<file path="config.mk">
export PLATFORM = sky130hd
export DESIGN_NAME = alarm_tone_sequencer_flat
export DESIGN_NICKNAME = d
export VERILOG_FILES = /design/src/hdl/ats_pkg.sv /design/src/hdl/ats_ifs.sv /design/src/hdl/ats_front.sv /design/src/hdl/ats_queue.sv /design/src/hdl/ats_back.sv /design/src/hdl/alarm_tone_sequencer.sv /design/src/flat_wrapper.sv
export SDC_FILE = /design/constraint.sdc
export NUM_CORES = 1
export LEC_CHECK = 0
export BUFFER_PORTS_ARGS = -buffer_cell sky130_fd_sc_hd__buf_2
export CORE_ASPECT_RATIO = 1.5
export CORE_MARGIN = 1.5
export CORE_UTILIZATION = 30
export CTS_CLUSTER_DIAMETER = 150
export DETAILED_ROUTE_END_ITERATION = 7
export GPL_TIMING_DRIVEN = 0
export HOLD_SLACK_MARGIN = 0.06
export SYNTH_ARGS = -nofsm -noshare
export SYNTH_HDL_FRONTEND = slang
export SYNTH_HIERARCHICAL = 1
export SYNTH_SLANG_ARGS = --single-unit
</file>
<file path="constraint.sdc">
create_clock -name clk -period 3.5 [get_ports clk]
set_input_delay 0 -clock clk [delete_from_list [all_inputs] [get_ports clk]]
set_output_delay 0 -clock clk [all_outputs]
set_load 0.01 [all_outputs]
</file>
<file path="src/hdl/ats_pkg.sv">
`timescale 1ns / 1ps

package ats_pkg;

	// Timing base of the tick items, in milliseconds.
	localparam int TICK_PERIOD_MS = 50;

	localparam int POS_W      = 10;
	localparam int MUTE_W     = 21;
	localparam int CFG_IDX_W  = 2;
	localparam int CFG_DATA_W = 7;

	// Command queue between the front and the back end.
	localparam int QUEUE_DEPTH = 2;
	localparam int QPTR_W      = $clog2(QUEUE_DEPTH);
	localparam int QCNT_W      = $clog2(QUEUE_DEPTH + 1);

	// Mute seconds to ticks: value*1000/T = value*Q + (value*R)/T.
	// The remainder part is divided by a reciprocal that is exact below 2^24.
	localparam int MUTE_Q      = 1000 / TICK_PERIOD_MS;
	localparam int MUTE_R      = 1000 % TICK_PERIOD_MS;
	localparam int MUTE_PQ_W   = 23;
	localparam int MUTE_PR_W   = 24;
	localparam int RECIP_W     = 30;
	localparam int RECIP_SHIFT = 32;
	localparam logic [63:0] MUTE_RECIP = (64'd1 << RECIP_SHIFT) / TICK_PERIOD_MS + 64'd1;
	localparam logic [MUTE_W-1:0] MUTE_MAX = '1;

	// Configuration reset values.
	localparam logic [5:0] BASE_GAIN_RST = 6'd30;
	localparam logic [6:0] HIGH_OFF_RST  = 7'(-20);
	localparam logic [7:0] GAIN_BASE     = 8'd128;

	typedef enum logic [2:0] {
		OP_TICK         = 3'd0,
		OP_PLAY_HIGH    = 3'd1,
		OP_PLAY_MEDIUM  = 3'd2,
		OP_PLAY_LOW     = 3'd3,
		OP_PLAY_STARTUP = 3'd4,
		OP_STOP         = 3'd5,
		OP_MUTE         = 3'd6,
		OP_TEST         = 3'd7
	} op_t;

	typedef enum logic [CFG_IDX_W-1:0] {
		REG_BASE_GAIN   = 2'd0,
		REG_HIGH_OFFSET = 2'd1
	} cfg_reg_t;

	typedef enum logic [5:0] {
		PS_IDLE    = 6'b000001,
		PS_HIGH    = 6'b000010,
		PS_MEDIUM  = 6'b000100,
		PS_LOW     = 6'b001000,
		PS_STARTUP = 6'b010000,
		PS_MUTE    = 6'b100000
	} play_state_t;

	// External play state codes.
	localparam logic [2:0] CODE_IDLE    = 3'd0;
	localparam logic [2:0] CODE_HIGH    = 3'd1;
	localparam logic [2:0] CODE_MEDIUM  = 3'd2;
	localparam logic [2:0] CODE_LOW     = 3'd3;
	localparam logic [2:0] CODE_STARTUP = 3'd4;
	localparam logic [2:0] CODE_MUTE    = 3'd5;

	// Tone codes.
	localparam logic [1:0] TONE_NONE   = 2'd0;
	localparam logic [1:0] TONE_HIGH   = 2'd1;
	localparam logic [1:0] TONE_MEDIUM = 2'd2;
	localparam logic [1:0] TONE_LOW    = 2'd3;

	// One queued command, already decoded by the front end.
	typedef struct packed {
		op_t               op;
		logic [7:0]        gain_code;
		logic [MUTE_W-1:0] mute_ticks;
	} q_entry_t;

	// Tick position of a burst that starts at the given time.
	function automatic int pos_of(input int ms);
		return ms / TICK_PERIOD_MS - 1;
	endfunction

	localparam int HIGH_MARKS [10] = '{0, pos_of(250), pos_of(500), pos_of(1000),
		pos_of(1250), pos_of(2000), pos_of(2250), pos_of(2500), pos_of(3000),
		pos_of(3250)};
	localparam int MEDIUM_MARKS [3] = '{0, pos_of(400), pos_of(800)};
	localparam int LOW_MARKS [2] = '{0, pos_of(450)};
	localparam int STARTUP_MARKS [13] = '{0, pos_of(250), pos_of(500), pos_of(750),
		pos_of(1000), pos_of(1250), pos_of(1500), pos_of(1750), pos_of(2000),
		pos_of(2250), pos_of(2500), pos_of(2750), pos_of(3000)};

	localparam int HIGH_GATE   = pos_of(1250) + pos_of(500);
	localparam int MEDIUM_GATE = pos_of(800) + pos_of(500);
	localparam int LOW_GATE    = pos_of(450) + pos_of(500);

	localparam int HIGH_WRAP    = pos_of(10000);
	localparam int MEDIUM_WRAP  = pos_of(25000);
	localparam int LOW_WRAP     = pos_of(30000);
	localparam int STARTUP_WRAP = pos_of(3000);

	// True when a burst of the pattern starts at this position.
	function automatic logic mark_hit(input play_state_t ps, input logic [POS_W-1:0] pos);
		logic hit;
		hit = 1'b0;
		unique case (ps)
			PS_HIGH: for (int i = 0; i < 10; i++) hit |= (HIGH_MARKS[i] == int'(pos));
			PS_MEDIUM: for (int i = 0; i < 3; i++) hit |= (MEDIUM_MARKS[i] == int'(pos));
			PS_LOW: for (int i = 0; i < 2; i++) hit |= (LOW_MARKS[i] == int'(pos));
			PS_STARTUP: for (int i = 0; i < 13; i++) hit |= (STARTUP_MARKS[i] == int'(pos));
			default: hit = 1'b0;
		endcase
		return hit;
	endfunction

	// True once the burst group is over and the pattern may yield.
	function automatic logic gate_open(input play_state_t ps, input logic [POS_W-1:0] pos);
		logic open;
		unique case (ps)
			PS_HIGH: open = int'(pos) > HIGH_GATE;
			PS_MEDIUM: open = int'(pos) > MEDIUM_GATE;
			PS_LOW: open = int'(pos) > LOW_GATE;
			default: open = 1'b1;
		endcase
		return open;
	endfunction

	function automatic int wrap_limit(input play_state_t ps);
		int lim;
		unique case (ps)
			PS_HIGH: lim = HIGH_WRAP;
			PS_MEDIUM: lim = MEDIUM_WRAP;
			PS_LOW: lim = LOW_WRAP;
			default: lim = STARTUP_WRAP;
		endcase
		return lim;
	endfunction

	function automatic logic [1:0] burst_tone(input play_state_t ps);
		logic [1:0] t;
		unique case (ps)
			PS_HIGH, PS_STARTUP: t = TONE_HIGH;
			PS_MEDIUM: t = TONE_MEDIUM;
			PS_LOW: t = TONE_LOW;
			default: t = TONE_NONE;
		endcase
		return t;
	endfunction

	function automatic logic [2:0] state_code(input play_state_t ps);
		logic [2:0] c;
		unique case (ps)
			PS_IDLE: c = CODE_IDLE;
			PS_HIGH: c = CODE_HIGH;
			PS_MEDIUM: c = CODE_MEDIUM;
			PS_LOW: c = CODE_LOW;
			PS_STARTUP: c = CODE_STARTUP;
			PS_MUTE: c = CODE_MUTE;
			default: c = CODE_IDLE;
		endcase
		return c;
	endfunction

	// Pattern requested by a play or test command.
	function automatic play_state_t op_state(input op_t op);
		play_state_t ps;
		unique case (op) inside
			OP_PLAY_HIGH: ps = PS_HIGH;
			OP_PLAY_MEDIUM: ps = PS_MEDIUM;
			OP_PLAY_STARTUP: ps = PS_STARTUP;
			default: ps = PS_LOW;
		endcase
		return ps;
	endfunction

endpackage

</file>
<file path="src/hdl/ats_ifs.sv">
`timescale 1ns / 1ps

// Command channel: one tick or command per transaction.
interface ats_cmd_if ();
	logic        valid;
	logic        ready;
	logic [2:0]  op;
	logic [15:0] value;

	modport source (output valid, op, value, input ready);
	modport sink (input valid, op, value, output ready);
endinterface

// Result channel: one result per command transaction.
interface ats_result_if ();
	logic       valid;
	logic       ready;
	logic [1:0] tone;
	logic       gain_write;
	logic [7:0] gain_code;
	logic       mute_over;
	logic [2:0] play_state;

	modport source (output valid, tone, gain_write, gain_code, mute_over, play_state,
		input ready);
	modport sink (input valid, tone, gain_write, gain_code, mute_over, play_state,
		output ready);
endinterface

// Configuration write channel.
interface ats_cfg_if import ats_pkg::*; ();
	logic                  valid;
	logic                  ready;
	logic [CFG_IDX_W-1:0]  index;
	logic [CFG_DATA_W-1:0] data;

	modport source (output valid, index, data, input ready);
	modport sink (input valid, index, data, output ready);
endinterface

</file>
<file path="src/hdl/ats_front.sv">
`timescale 1ns / 1ps

module ats_front import ats_pkg::*; (
	input  logic     clk,
	input  logic     arst_n,
	ats_cmd_if.sink  cmd,
	ats_cfg_if.sink  cfg,
	output logic     push_valid,
	input  logic     push_ready,
	output q_entry_t push_entry
);

	logic [5:0] base_gain_q;
	logic [6:0] high_off_q;

	logic                 valid_s1;
	op_t                  op_s1;
	logic [7:0]           gain_s1;
	logic [MUTE_PQ_W-1:0] pq_s1;
	logic [MUTE_PR_W-1:0] pr_s1;

	op_t        op_in;
	logic [3:0] level;
	logic [7:0] gain_in;
	logic       accept;

	logic [MUTE_PR_W+RECIP_W-1:0] prod;
	logic [MUTE_PR_W+RECIP_W-RECIP_SHIFT-1:0] frac;
	logic [MUTE_PR_W-1:0] ticks;

	// Configuration registers take every write transaction.
	assign cfg.ready = 1'b1;

	always_ff @(posedge clk or negedge arst_n) begin
		if (!arst_n) begin
			base_gain_q <= BASE_GAIN_RST;
			high_off_q  <= HIGH_OFF_RST;
		end else if (cfg.valid && cfg.ready) begin
			case (cfg.index)
				REG_BASE_GAIN: base_gain_q <= cfg.data[5:0];
				REG_HIGH_OFFSET: high_off_q <= cfg.data;
				default: ;
			endcase
		end
	end

	// Speaker gain: out-of-range levels count as level 1.
	assign op_in = op_t'(cmd.op);

	always_comb begin
		level = (cmd.value == 16'd0 || cmd.value > 16'd10) ? 4'd1 : cmd.value[3:0];
		gain_in = GAIN_BASE + {2'b00, base_gain_q} + {2'b00, 4'd10 - level, 2'b00};
		if (op_in == OP_PLAY_HIGH) begin
			gain_in = gain_in + {high_off_q[6], high_off_q};
		end
	end

	// Stage 1 holds one decoded item until the queue takes it.
	assign cmd.ready = !valid_s1 || push_ready;
	assign accept    = cmd.valid && cmd.ready;

	always_ff @(posedge clk or negedge arst_n) begin
		if (!arst_n) begin
			valid_s1 <= 1'b0;
		end else if (cmd.ready) begin
			valid_s1 <= cmd.valid;
		end
	end

	always_ff @(posedge clk) begin
		if (accept) begin
			op_s1   <= op_in;
			gain_s1 <= gain_in;
			pq_s1   <= MUTE_PQ_W'(cmd.value) * MUTE_PQ_W'(MUTE_Q);
			pr_s1   <= MUTE_PR_W'(cmd.value) * MUTE_PR_W'(MUTE_R);
		end
	end

	// Mute ticks: whole part plus the remainder part divided by reciprocal.
	assign prod  = (MUTE_PR_W + RECIP_W)'(pr_s1) * (MUTE_PR_W + RECIP_W)'(MUTE_RECIP[RECIP_W-1:0]);
	assign frac  = prod[MUTE_PR_W+RECIP_W-1:RECIP_SHIFT];
	assign ticks = MUTE_PR_W'(pq_s1) + MUTE_PR_W'(frac);

	always_comb begin
		push_entry.op         = op_s1;
		push_entry.gain_code  = gain_s1;
		push_entry.mute_ticks = (ticks > MUTE_PR_W'(MUTE_MAX)) ? MUTE_MAX : ticks[MUTE_W-1:0];
	end

	assign push_valid = valid_s1;

endmodule

</file>
<file path="src/hdl/ats_queue.sv">
`timescale 1ns / 1ps

module ats_queue import ats_pkg::*; (
	input  logic     clk,
	input  logic     arst_n,
	input  logic     push_valid,
	output logic     push_ready,
	input  q_entry_t push_entry,
	output logic     pop_valid,
	input  logic     pop,
	output q_entry_t pop_entry
);

	q_entry_t           mem_q [QUEUE_DEPTH];
	logic [QPTR_W-1:0]  wr_ptr_q;
	logic [QPTR_W-1:0]  rd_ptr_q;
	logic [QCNT_W-1:0]  count_q;
	logic               push;

	assign push_ready = (count_q != QCNT_W'(QUEUE_DEPTH));
	assign pop_valid  = (count_q != '0);
	assign push       = push_valid && push_ready;
	assign pop_entry  = mem_q[rd_ptr_q];

	// Pointers and fill count.
	always_ff @(posedge clk or negedge arst_n) begin
		if (!arst_n) begin
			wr_ptr_q <= '0;
			rd_ptr_q <= '0;
			count_q  <= '0;
		end else begin
			if (push) begin
				wr_ptr_q <= (wr_ptr_q == QPTR_W'(QUEUE_DEPTH - 1)) ? '0 : wr_ptr_q + 1'b1;
			end
			if (pop) begin
				rd_ptr_q <= (rd_ptr_q == QPTR_W'(QUEUE_DEPTH - 1)) ? '0 : rd_ptr_q + 1'b1;
			end
			case ({push, pop})
				2'b10: count_q <= count_q + 1'b1;
				2'b01: count_q <= count_q - 1'b1;
				default: ;
			endcase
		end
	end

	// Entry storage.
	always_ff @(posedge clk) begin
		if (push) begin
			mem_q[wr_ptr_q] <= push_entry;
		end
	end

	a_count_bound: assert property (@(posedge clk) disable iff (!arst_n)
		count_q <= QCNT_W'(QUEUE_DEPTH))
		else $error("queue fill count beyond depth");

	a_no_underflow: assert property (@(posedge clk) disable iff (!arst_n)
		pop |-> count_q != '0)
		else $error("queue popped while empty");

endmodule

</file>
<file path="src/hdl/ats_back.sv">
`timescale 1ns / 1ps

module ats_back import ats_pkg::*; (
	input  logic        clk,
	input  logic        arst_n,
	input  logic        pop_valid,
	output logic        pop,
	input  q_entry_t    pop_entry,
	ats_result_if.source result
);

	play_state_t       cur_q, pend_q, saved_q;
	logic [POS_W-1:0]  pos_q;
	logic              running_q;
	logic [MUTE_W-1:0] mute_rem_q;
	logic              armed_q;

	play_state_t       cur_n, pend_n, saved_n;
	logic [POS_W-1:0]  pos_n, pos_inc;
	logic              running_n;
	logic [MUTE_W-1:0] mute_rem_n;
	logic              armed_n;

	logic [1:0] tone_n;
	logic       gw_n;
	logic [7:0] gain_n;
	logic       mo_n;

	logic       res_valid_q;
	logic [1:0] tone_q;
	logic       gw_q;
	logic [7:0] gain_q;
	logic       mo_q;
	logic [2:0] ps_q;

	assign pop = pop_valid && (!res_valid_q || result.ready);
	assign pos_inc = pos_q + 1'b1;

	// Next state for the command at the head of the queue.
	always_comb begin
		cur_n      = cur_q;
		pend_n     = pend_q;
		saved_n    = saved_q;
		pos_n      = pos_q;
		running_n  = running_q;
		mute_rem_n = mute_rem_q;
		armed_n    = armed_q;
		tone_n     = TONE_NONE;
		gw_n       = 1'b0;
		gain_n     = 8'd0;
		mo_n       = 1'b0;

		unique case (pop_entry.op) inside
			OP_TICK: begin
				// Mute expiry comes before the pattern step.
				if (armed_q) begin
					if (mute_rem_q <= MUTE_W'(1)) begin
						pend_n     = saved_q;
						armed_n    = 1'b0;
						mute_rem_n = '0;
						mo_n       = 1'b1;
					end else begin
						mute_rem_n = mute_rem_q - 1'b1;
					end
				end
				if (running_q) begin
					unique case (cur_q) inside
						PS_IDLE: begin
							if (cur_q != pend_n) begin
								cur_n = pend_n;
							end else begin
								running_n = 1'b0;
							end
							pos_n = '0;
						end
						PS_MUTE: begin
							if (cur_q != pend_n) begin
								cur_n = pend_n;
							end
						end
						PS_HIGH, PS_MEDIUM, PS_LOW, PS_STARTUP: begin
							if (mark_hit(cur_q, pos_q)) begin
								tone_n = burst_tone(cur_q);
							end
							if (gate_open(cur_q, pos_q) && cur_q != pend_n) begin
								cur_n = pend_n;
								pos_n = '0;
							end else begin
								pos_n = (int'(pos_inc) >= wrap_limit(cur_q)) ? '0 : pos_inc;
							end
						end
						default: ;
					endcase
				end
			end
			OP_PLAY_HIGH, OP_PLAY_MEDIUM, OP_PLAY_LOW, OP_PLAY_STARTUP: begin
				gw_n      = 1'b1;
				gain_n    = pop_entry.gain_code;
				pend_n    = op_state(pop_entry.op);
				running_n = 1'b1;
			end
			OP_STOP: begin
				pend_n = PS_IDLE;
			end
			OP_MUTE: begin
				// Mute is honored only while a pattern plays.
				if (cur_q == PS_HIGH || cur_q == PS_MEDIUM || cur_q == PS_LOW
					|| cur_q == PS_STARTUP) begin
					saved_n    = cur_q;
					pend_n     = PS_MUTE;
					mute_rem_n = pop_entry.mute_ticks;
					armed_n    = 1'b1;
				end
			end
			OP_TEST: begin
				pos_n     = '0;
				gw_n      = 1'b1;
				gain_n    = pop_entry.gain_code;
				pend_n    = PS_LOW;
				running_n = 1'b1;
			end
			default: ;
		endcase
	end

	// Sequencer state.
	always_ff @(posedge clk or negedge arst_n) begin
		if (!arst_n) begin
			cur_q      <= PS_IDLE;
			pend_q     <= PS_IDLE;
			saved_q    <= PS_IDLE;
			pos_q      <= '0;
			running_q  <= 1'b0;
			mute_rem_q <= '0;
			armed_q    <= 1'b0;
		end else if (pop) begin
			cur_q      <= cur_n;
			pend_q     <= pend_n;
			saved_q    <= saved_n;
			pos_q      <= pos_n;
			running_q  <= running_n;
			mute_rem_q <= mute_rem_n;
			armed_q    <= armed_n;
		end
	end

	// Output register decouples the result channel from the queue.
	always_ff @(posedge clk or negedge arst_n) begin
		if (!arst_n) begin
			res_valid_q <= 1'b0;
		end else if (pop) begin
			res_valid_q <= 1'b1;
		end else if (result.ready) begin
			res_valid_q <= 1'b0;
		end
	end

	always_ff @(posedge clk) begin
		if (pop) begin
			tone_q <= tone_n;
			gw_q   <= gw_n;
			gain_q <= gain_n;
			mo_q   <= mo_n;
			ps_q   <= state_code(cur_n);
		end
	end

	assign result.valid      = res_valid_q;
	assign result.tone       = tone_q;
	assign result.gain_write = gw_q;
	assign result.gain_code  = gain_q;
	assign result.mute_over  = mo_q;
	assign result.play_state = ps_q;

	a_saved_playing: assert property (@(posedge clk) disable iff (!arst_n)
		armed_q |-> (saved_q == PS_HIGH || saved_q == PS_MEDIUM || saved_q == PS_LOW
			|| saved_q == PS_STARTUP))
		else $error("mute armed without a saved pattern");

	a_disarmed_empty: assert property (@(posedge clk) disable iff (!arst_n)
		!armed_q |-> mute_rem_q == '0)
		else $error("mute countdown left over while disarmed");

	a_stopped_at_zero: assert property (@(posedge clk) disable iff (!arst_n)
		!running_q |-> pos_q == '0)
		else $error("tick position moved while sequencer stopped");

endmodule

</file>
<file path="src/hdl/alarm_tone_sequencer.sv">
`timescale 1ns / 1ps

// Alarm tone sequencer. Each command transaction is a 50 ms tick or a play,
// stop, mute or test command and yields exactly one result transaction. The
// block takes one transaction per clock cycle when the result side keeps up;
// a result is presented once its command has been registered in the decode
// stage, written to the queue, and taken by the sequencer step, which loads
// the output register. The sequencer step, which updates the pattern, tick
// position and mute countdown together, sets that rate. A two-entry queue
// between the decode stage and the sequencer lets either side stall alone.
// Configuration writes are taken at any time but should only be issued while
// no command is in flight.
module alarm_tone_sequencer import ats_pkg::*; (
	input  logic         clk,
	input  logic         arst_n,
	ats_cmd_if.sink      cmd,
	ats_cfg_if.sink      cfg,
	ats_result_if.source result
);

	logic     push_valid;
	logic     push_ready;
	q_entry_t push_entry;
	logic     pop_valid;
	logic     pop;
	q_entry_t pop_entry;

	ats_front u_front (
		.clk        (clk),
		.arst_n     (arst_n),
		.cmd        (cmd),
		.cfg        (cfg),
		.push_valid (push_valid),
		.push_ready (push_ready),
		.push_entry (push_entry)
	);

	ats_queue u_queue (
		.clk        (clk),
		.arst_n     (arst_n),
		.push_valid (push_valid),
		.push_ready (push_ready),
		.push_entry (push_entry),
		.pop_valid  (pop_valid),
		.pop        (pop),
		.pop_entry  (pop_entry)
	);

	ats_back u_back (
		.clk       (clk),
		.arst_n    (arst_n),
		.pop_valid (pop_valid),
		.pop       (pop),
		.pop_entry (pop_entry),
		.result    (result)
	);

endmodule
</file>
<file path="src/flat_wrapper.sv">
// flat-port wrapper written by rule: the top's interface ports become plain ports
module alarm_tone_sequencer_flat import ats_pkg::*;
  (clk, arst_n, cmd_valid, cmd_op, cmd_value, cmd_ready, cfg_valid, cfg_index, cfg_data, cfg_ready, result_valid, result_tone, result_gain_write, result_gain_code, result_mute_over, result_play_state, result_ready);
  ats_cmd_if cmd_i ();
  ats_cfg_if cfg_i ();
  ats_result_if result_i ();
  input  logic clk;
  input  logic arst_n;
  input wire logic [$bits(cmd_i.valid)-1:0] cmd_valid;
  input wire logic [$bits(cmd_i.op)-1:0] cmd_op;
  input wire logic [$bits(cmd_i.value)-1:0] cmd_value;
  output wire logic [$bits(cmd_i.ready)-1:0] cmd_ready;
  input wire logic [$bits(cfg_i.valid)-1:0] cfg_valid;
  input wire logic [$bits(cfg_i.index)-1:0] cfg_index;
  input wire logic [$bits(cfg_i.data)-1:0] cfg_data;
  output wire logic [$bits(cfg_i.ready)-1:0] cfg_ready;
  output wire logic [$bits(result_i.valid)-1:0] result_valid;
  output wire logic [$bits(result_i.tone)-1:0] result_tone;
  output wire logic [$bits(result_i.gain_write)-1:0] result_gain_write;
  output wire logic [$bits(result_i.gain_code)-1:0] result_gain_code;
  output wire logic [$bits(result_i.mute_over)-1:0] result_mute_over;
  output wire logic [$bits(result_i.play_state)-1:0] result_play_state;
  input wire logic [$bits(result_i.ready)-1:0] result_ready;
  assign cmd_i.valid = cmd_valid;
  assign cmd_i.op = cmd_op;
  assign cmd_i.value = cmd_value;
  assign cmd_ready = cmd_i.ready;
  assign cfg_i.valid = cfg_valid;
  assign cfg_i.index = cfg_index;
  assign cfg_i.data = cfg_data;
  assign cfg_ready = cfg_i.ready;
  assign result_valid = result_i.valid;
  assign result_tone = result_i.tone;
  assign result_gain_write = result_i.gain_write;
  assign result_gain_code = result_i.gain_code;
  assign result_mute_over = result_i.mute_over;
  assign result_play_state = result_i.play_state;
  assign result_i.ready = result_ready;
  alarm_tone_sequencer u_core (.clk(clk), .arst_n(arst_n), .cmd(cmd_i), .cfg(cfg_i), .result(result_i));
endmodule
</file>
==> results.py <==
metrics = {
    "outcome": {
        "status": "complete, no violations",
    },
    "synth": {
        "ys_warn_count": 6,
        "synthXorXnorAreaFrac_pct": 3.50,
        "ys_seq_area_share_pct": 50.4,
        "synth-compound-area-share_pct": 15.0,
        "synth_cell_types": 77,
        "yosysTopAreaCell": "edfxtp_1",
        "synth_top_family_by_area": "compound AO/OA/AOI/OAI gates",
        "synth_area_leaders": "edfxtp_1 33%, dfrtp_1 15%, ha_1 7.0%",
        "synthSimpleGateAreaFrac_pct": 13.3,
        "async_flop_share_pct": 39.1,
        "synthMuxAreaShare_pct": 6.98,
        "ys.flop_type": "edfxtp_1",
        "synth_top_area_share_pct": 32.7,
        "synthAdderAreaFrac_pct": 7.61,
        "syn_avg_cell_area_um2": 11.3,
        "synth-edff-count": 109,
        "postSynthCellCount": 882,
        "ys_ff_latch": 179,
        "netlist_area_um2": 10000,
    },
    "clock_tree": {
        "ctsHtreeMaxLevel": 4,
        "clockRootBuffer": "clkbuf_16",
        "clkLatencyLatePin_ns": 0.44,
        "cts_tree": "built",
        "clock_path_buffers": 2,
        "numCtsBuffers": 17,
        "clk_pin_slew_worst_paths_ns": 0.07,
        "cts_sinks": 179,
    },
    "placed_design": {
        "placed_area_um2": 10800,
        "gp_congestion": 0.845,
        "hpwl_um": 15900,
        "io_buffers": 49,
    },
    "grt": {
        "grt.overflow.total": 0,
        "grt_use_total_pct": 12.9,
        "grt_pass1_wl_um": 35200,
        "antenna_found_initial": 0,
        "grt_max_degree": 37,
        "first_global_vias": 7103,
    },
    "sta": {
        "relSlewSlack_pct": 49.1,
        "fmax_mhz": 295,
        "fin_crit_ns": 3.39,
        "setup_viol_count_final": 0,
        "rsz0062_at_grt": "true",
        "maxSlewViolCount": 0,
        "finalHoldViolations": 0,
        "fin_crit_sh_pct": 97.0,
        "finClkSkew_ns": 0.0132,
        "worst_pin_slew_ns": 0.763,
    },
    "flow_run": {
        "drv_cap": 0,
    },
    "critical_path": {
        "crit_start": "u_core/u_back/cur_q[0]",
        "end_kind": "flop",
        "crit_arrival_ns": 3.59,
        "crit_type": "flop to flop",
        "critPathRequiredTime_ns": 3.70,
        "reg2reg_from": "u_core/u_back/cur_q[0]",
        "cp_max_fo": 10,
        "start_kind": "flop",
    },
    "power": {
        "p_leak_nw": 4.68,
        "p_total_mw": 8.16,
        "ir_worst_vdd_mv": 0.418,
        "power_density_nw_per_um2": 686,
    },
    "layout": {
        "nets": 1071,
        "syn_to_final_growth_pct": 18.9,
        "layout_commonest_cell": "edfxtp_1",
        "antenna_cells": 0,
        "fin_area_um2": 11900,
        "drive_above_1_share_pct": 21.9,
        "fill_cells": 3233,
        "layout_common_cells": "109 x edfxtp_1, 65 x o21ai_0, 60 x nand2_1, 59 x dfrtp_1, 56 x ha_1",
    },
    "floorplan": {
        "die_height_um": 227,
        "rows": 81,
        "design.die.area_um2": 34500,
        "core-area_um2": 32700,
        "initial_core_util_pct": 30.5,
        "io_pins": 51,
        "die_w_um": 152,
    },
    "routing": {
        "drc": 0,
        "num_vias": 7018,
        "drt_iter0_drc": 303,
        "dr.pass1.iters": 5,
        "drt-wirelength-per-cell_um": 15.4,
        "finalWirelength_um": 21700,
        "drt-vias-per-instance": 4.99,
        "postRouteAntennaNets": 0,
    },
    "hold_path": {
        "hp-class": "input pin to flop",
        "min_from": "cmd_value[3]",
    },
}
timing repair:
action	CTS	global route
setup endpoints to repair	36	34
pin swaps	5	6
hold endpoints to repair	95	0
setup buffers	7	2
gates resized for setup	26	15
hold buffers	22	0
worst paths after layout:
kind	cells after the start	slack, ns	endpoint
max in group asynchronous	3	2.77	u_core/u_back/saved_q[0]
min in group asynchronous	2	0.09	u_core/u_back/cur_q[2]
worst max-delay path	11	0.11	u_core/u_back/result.play_state[0]
worst min-delay path	3	0.08	u_core/u_front/pq_s1[5]
worst max register to register	11	0.11	u_core/u_back/result.play_state[0]
worst min register to register	0	0.44	u_core/u_queue/mem_q[1][14]
worst max-delay path, cell delays in order, from the launching register on:
cell       delay [ns]
dfstp_2          0.54
buf_1            0.54
o22ai_1          0.21
nor4_1           0.51
a21oi_4          0.13
a2111oi_4        0.32
buf_4            0.19
nor4_2           0.06
a311oi_2         0.26
buf_4            0.19
o211a_1          0.16
nor3_2           0.04
Yosys cell counts, types with 7 or more instances:
cell type / number
edfxtp_1: 109
o21ai_0: 66
nand2_1: 60
dfrtp_1: 59
ha_1: 56
a21oi_1: 55
nor2_1: 52
mux2_4: 29
clkbuf_1: 25
xnor2_1: 25
nor3_1: 24
nand3_1: 22
inv_1: 21
mux2_2: 18
and2_1: 15
xor2_1: 15
a21o_1: 14
nand2b_1: 13
nor4_1: 12
o21ai_1: 12
dfstp_2: 11
or3_1: 10
a22oi_1: 9
nor2b_1: 9
a22o_1: 8
a31oi_1: 8
and3_1: 8
nor3b_1: 7
flip-flops by register name, indices dropped and copies added, names as in the netlist, 2 cells and up:
register / cells
u_core/u_queue/mem_q: 64
u_core/u_front/op_s1: 3
u_core/u_front/gain_s1: 8
u_core/u_back/cur_q: 6
u_core/u_back/pos_q: 10
u_core/u_queue/count_q: 2
u_core/u_back/mute_rem_q: 21
u_core/u_back/result.tone: 2
u_core/u_back/pend_q: 6
u_core/u_back/result.gain_code: 8
u_core/u_back/result.play_state: 3
u_core/u_front/pq_s1: 19
u_core/u_back/saved_q: 6
u_core/u_front/base_gain_q: 6
u_core/u_front/high_off_q: 7
final cells by class:
cell class | instances | area (um2) | area share, %
well taps | 415 | 519 | 4.37
plain buffers | 36 | 214 | 1.80
repair buffers | 81 | 568 | 4.78
clock buffers | 22 | 475 | 4.00
inverters | 22 | 83.8 | 0.705
multi-input cells | 642 | 4860 | 40.9
clock inverters | 10 | 121 | 1.02
flip-flops and latches | 179 | 5040 | 42.4
where the power goes:
| part | internal (mW) | total [mW] | leakage (nW) | switching, mW |
|---|---|---|---|---|
| logic | 1.29 | 2.95 | 2.48 | 1.67 |
| clock network | 1.12 | 1.94 | 0.293 | 0.819 |
| registers | 2.99 | 3.26 | 1.91 | 0.271 |
through the flow:
stage	setup TNS (ns)	hold WS, ns	setup WS (ns)	std cells	utilization [%]
after global routing	-0.0443	0.0952	-0.0237	1407	36.3
after detailed placement	-6.10	0.00318	-0.372	1349	33.0
after global placement	-4.95	0.207	-0.343	1347	32.9
after CTS	-0.00592	0.0732	-0.00592	1409	36.1
after floorplan	0	-0.296	0.0991	883	-
final	0	0.0815	0.106	1407	36.3
cells by family after synthesis:
group	Yosys count
and+or+nand+nor	258
AOI/OAI and AO/OA	229
DFF	179
buffers and inverters	62
adders and majority gates	59
muxes	53
xor gates and xnor gates	40
other	2
layer usage:
metal | wire length (um) | global-route usage (%) | vias up
li1 | - | - | 3459
met1 | 8090 | 12.6 | 3397
met2 | 12300 | 25.5 | 119
met3 | 587 | 2.56 | 43
met4 | 698 | 6.33 | 0
met5 | 0 | 0 | -
(Power assumes the default switching activity.)
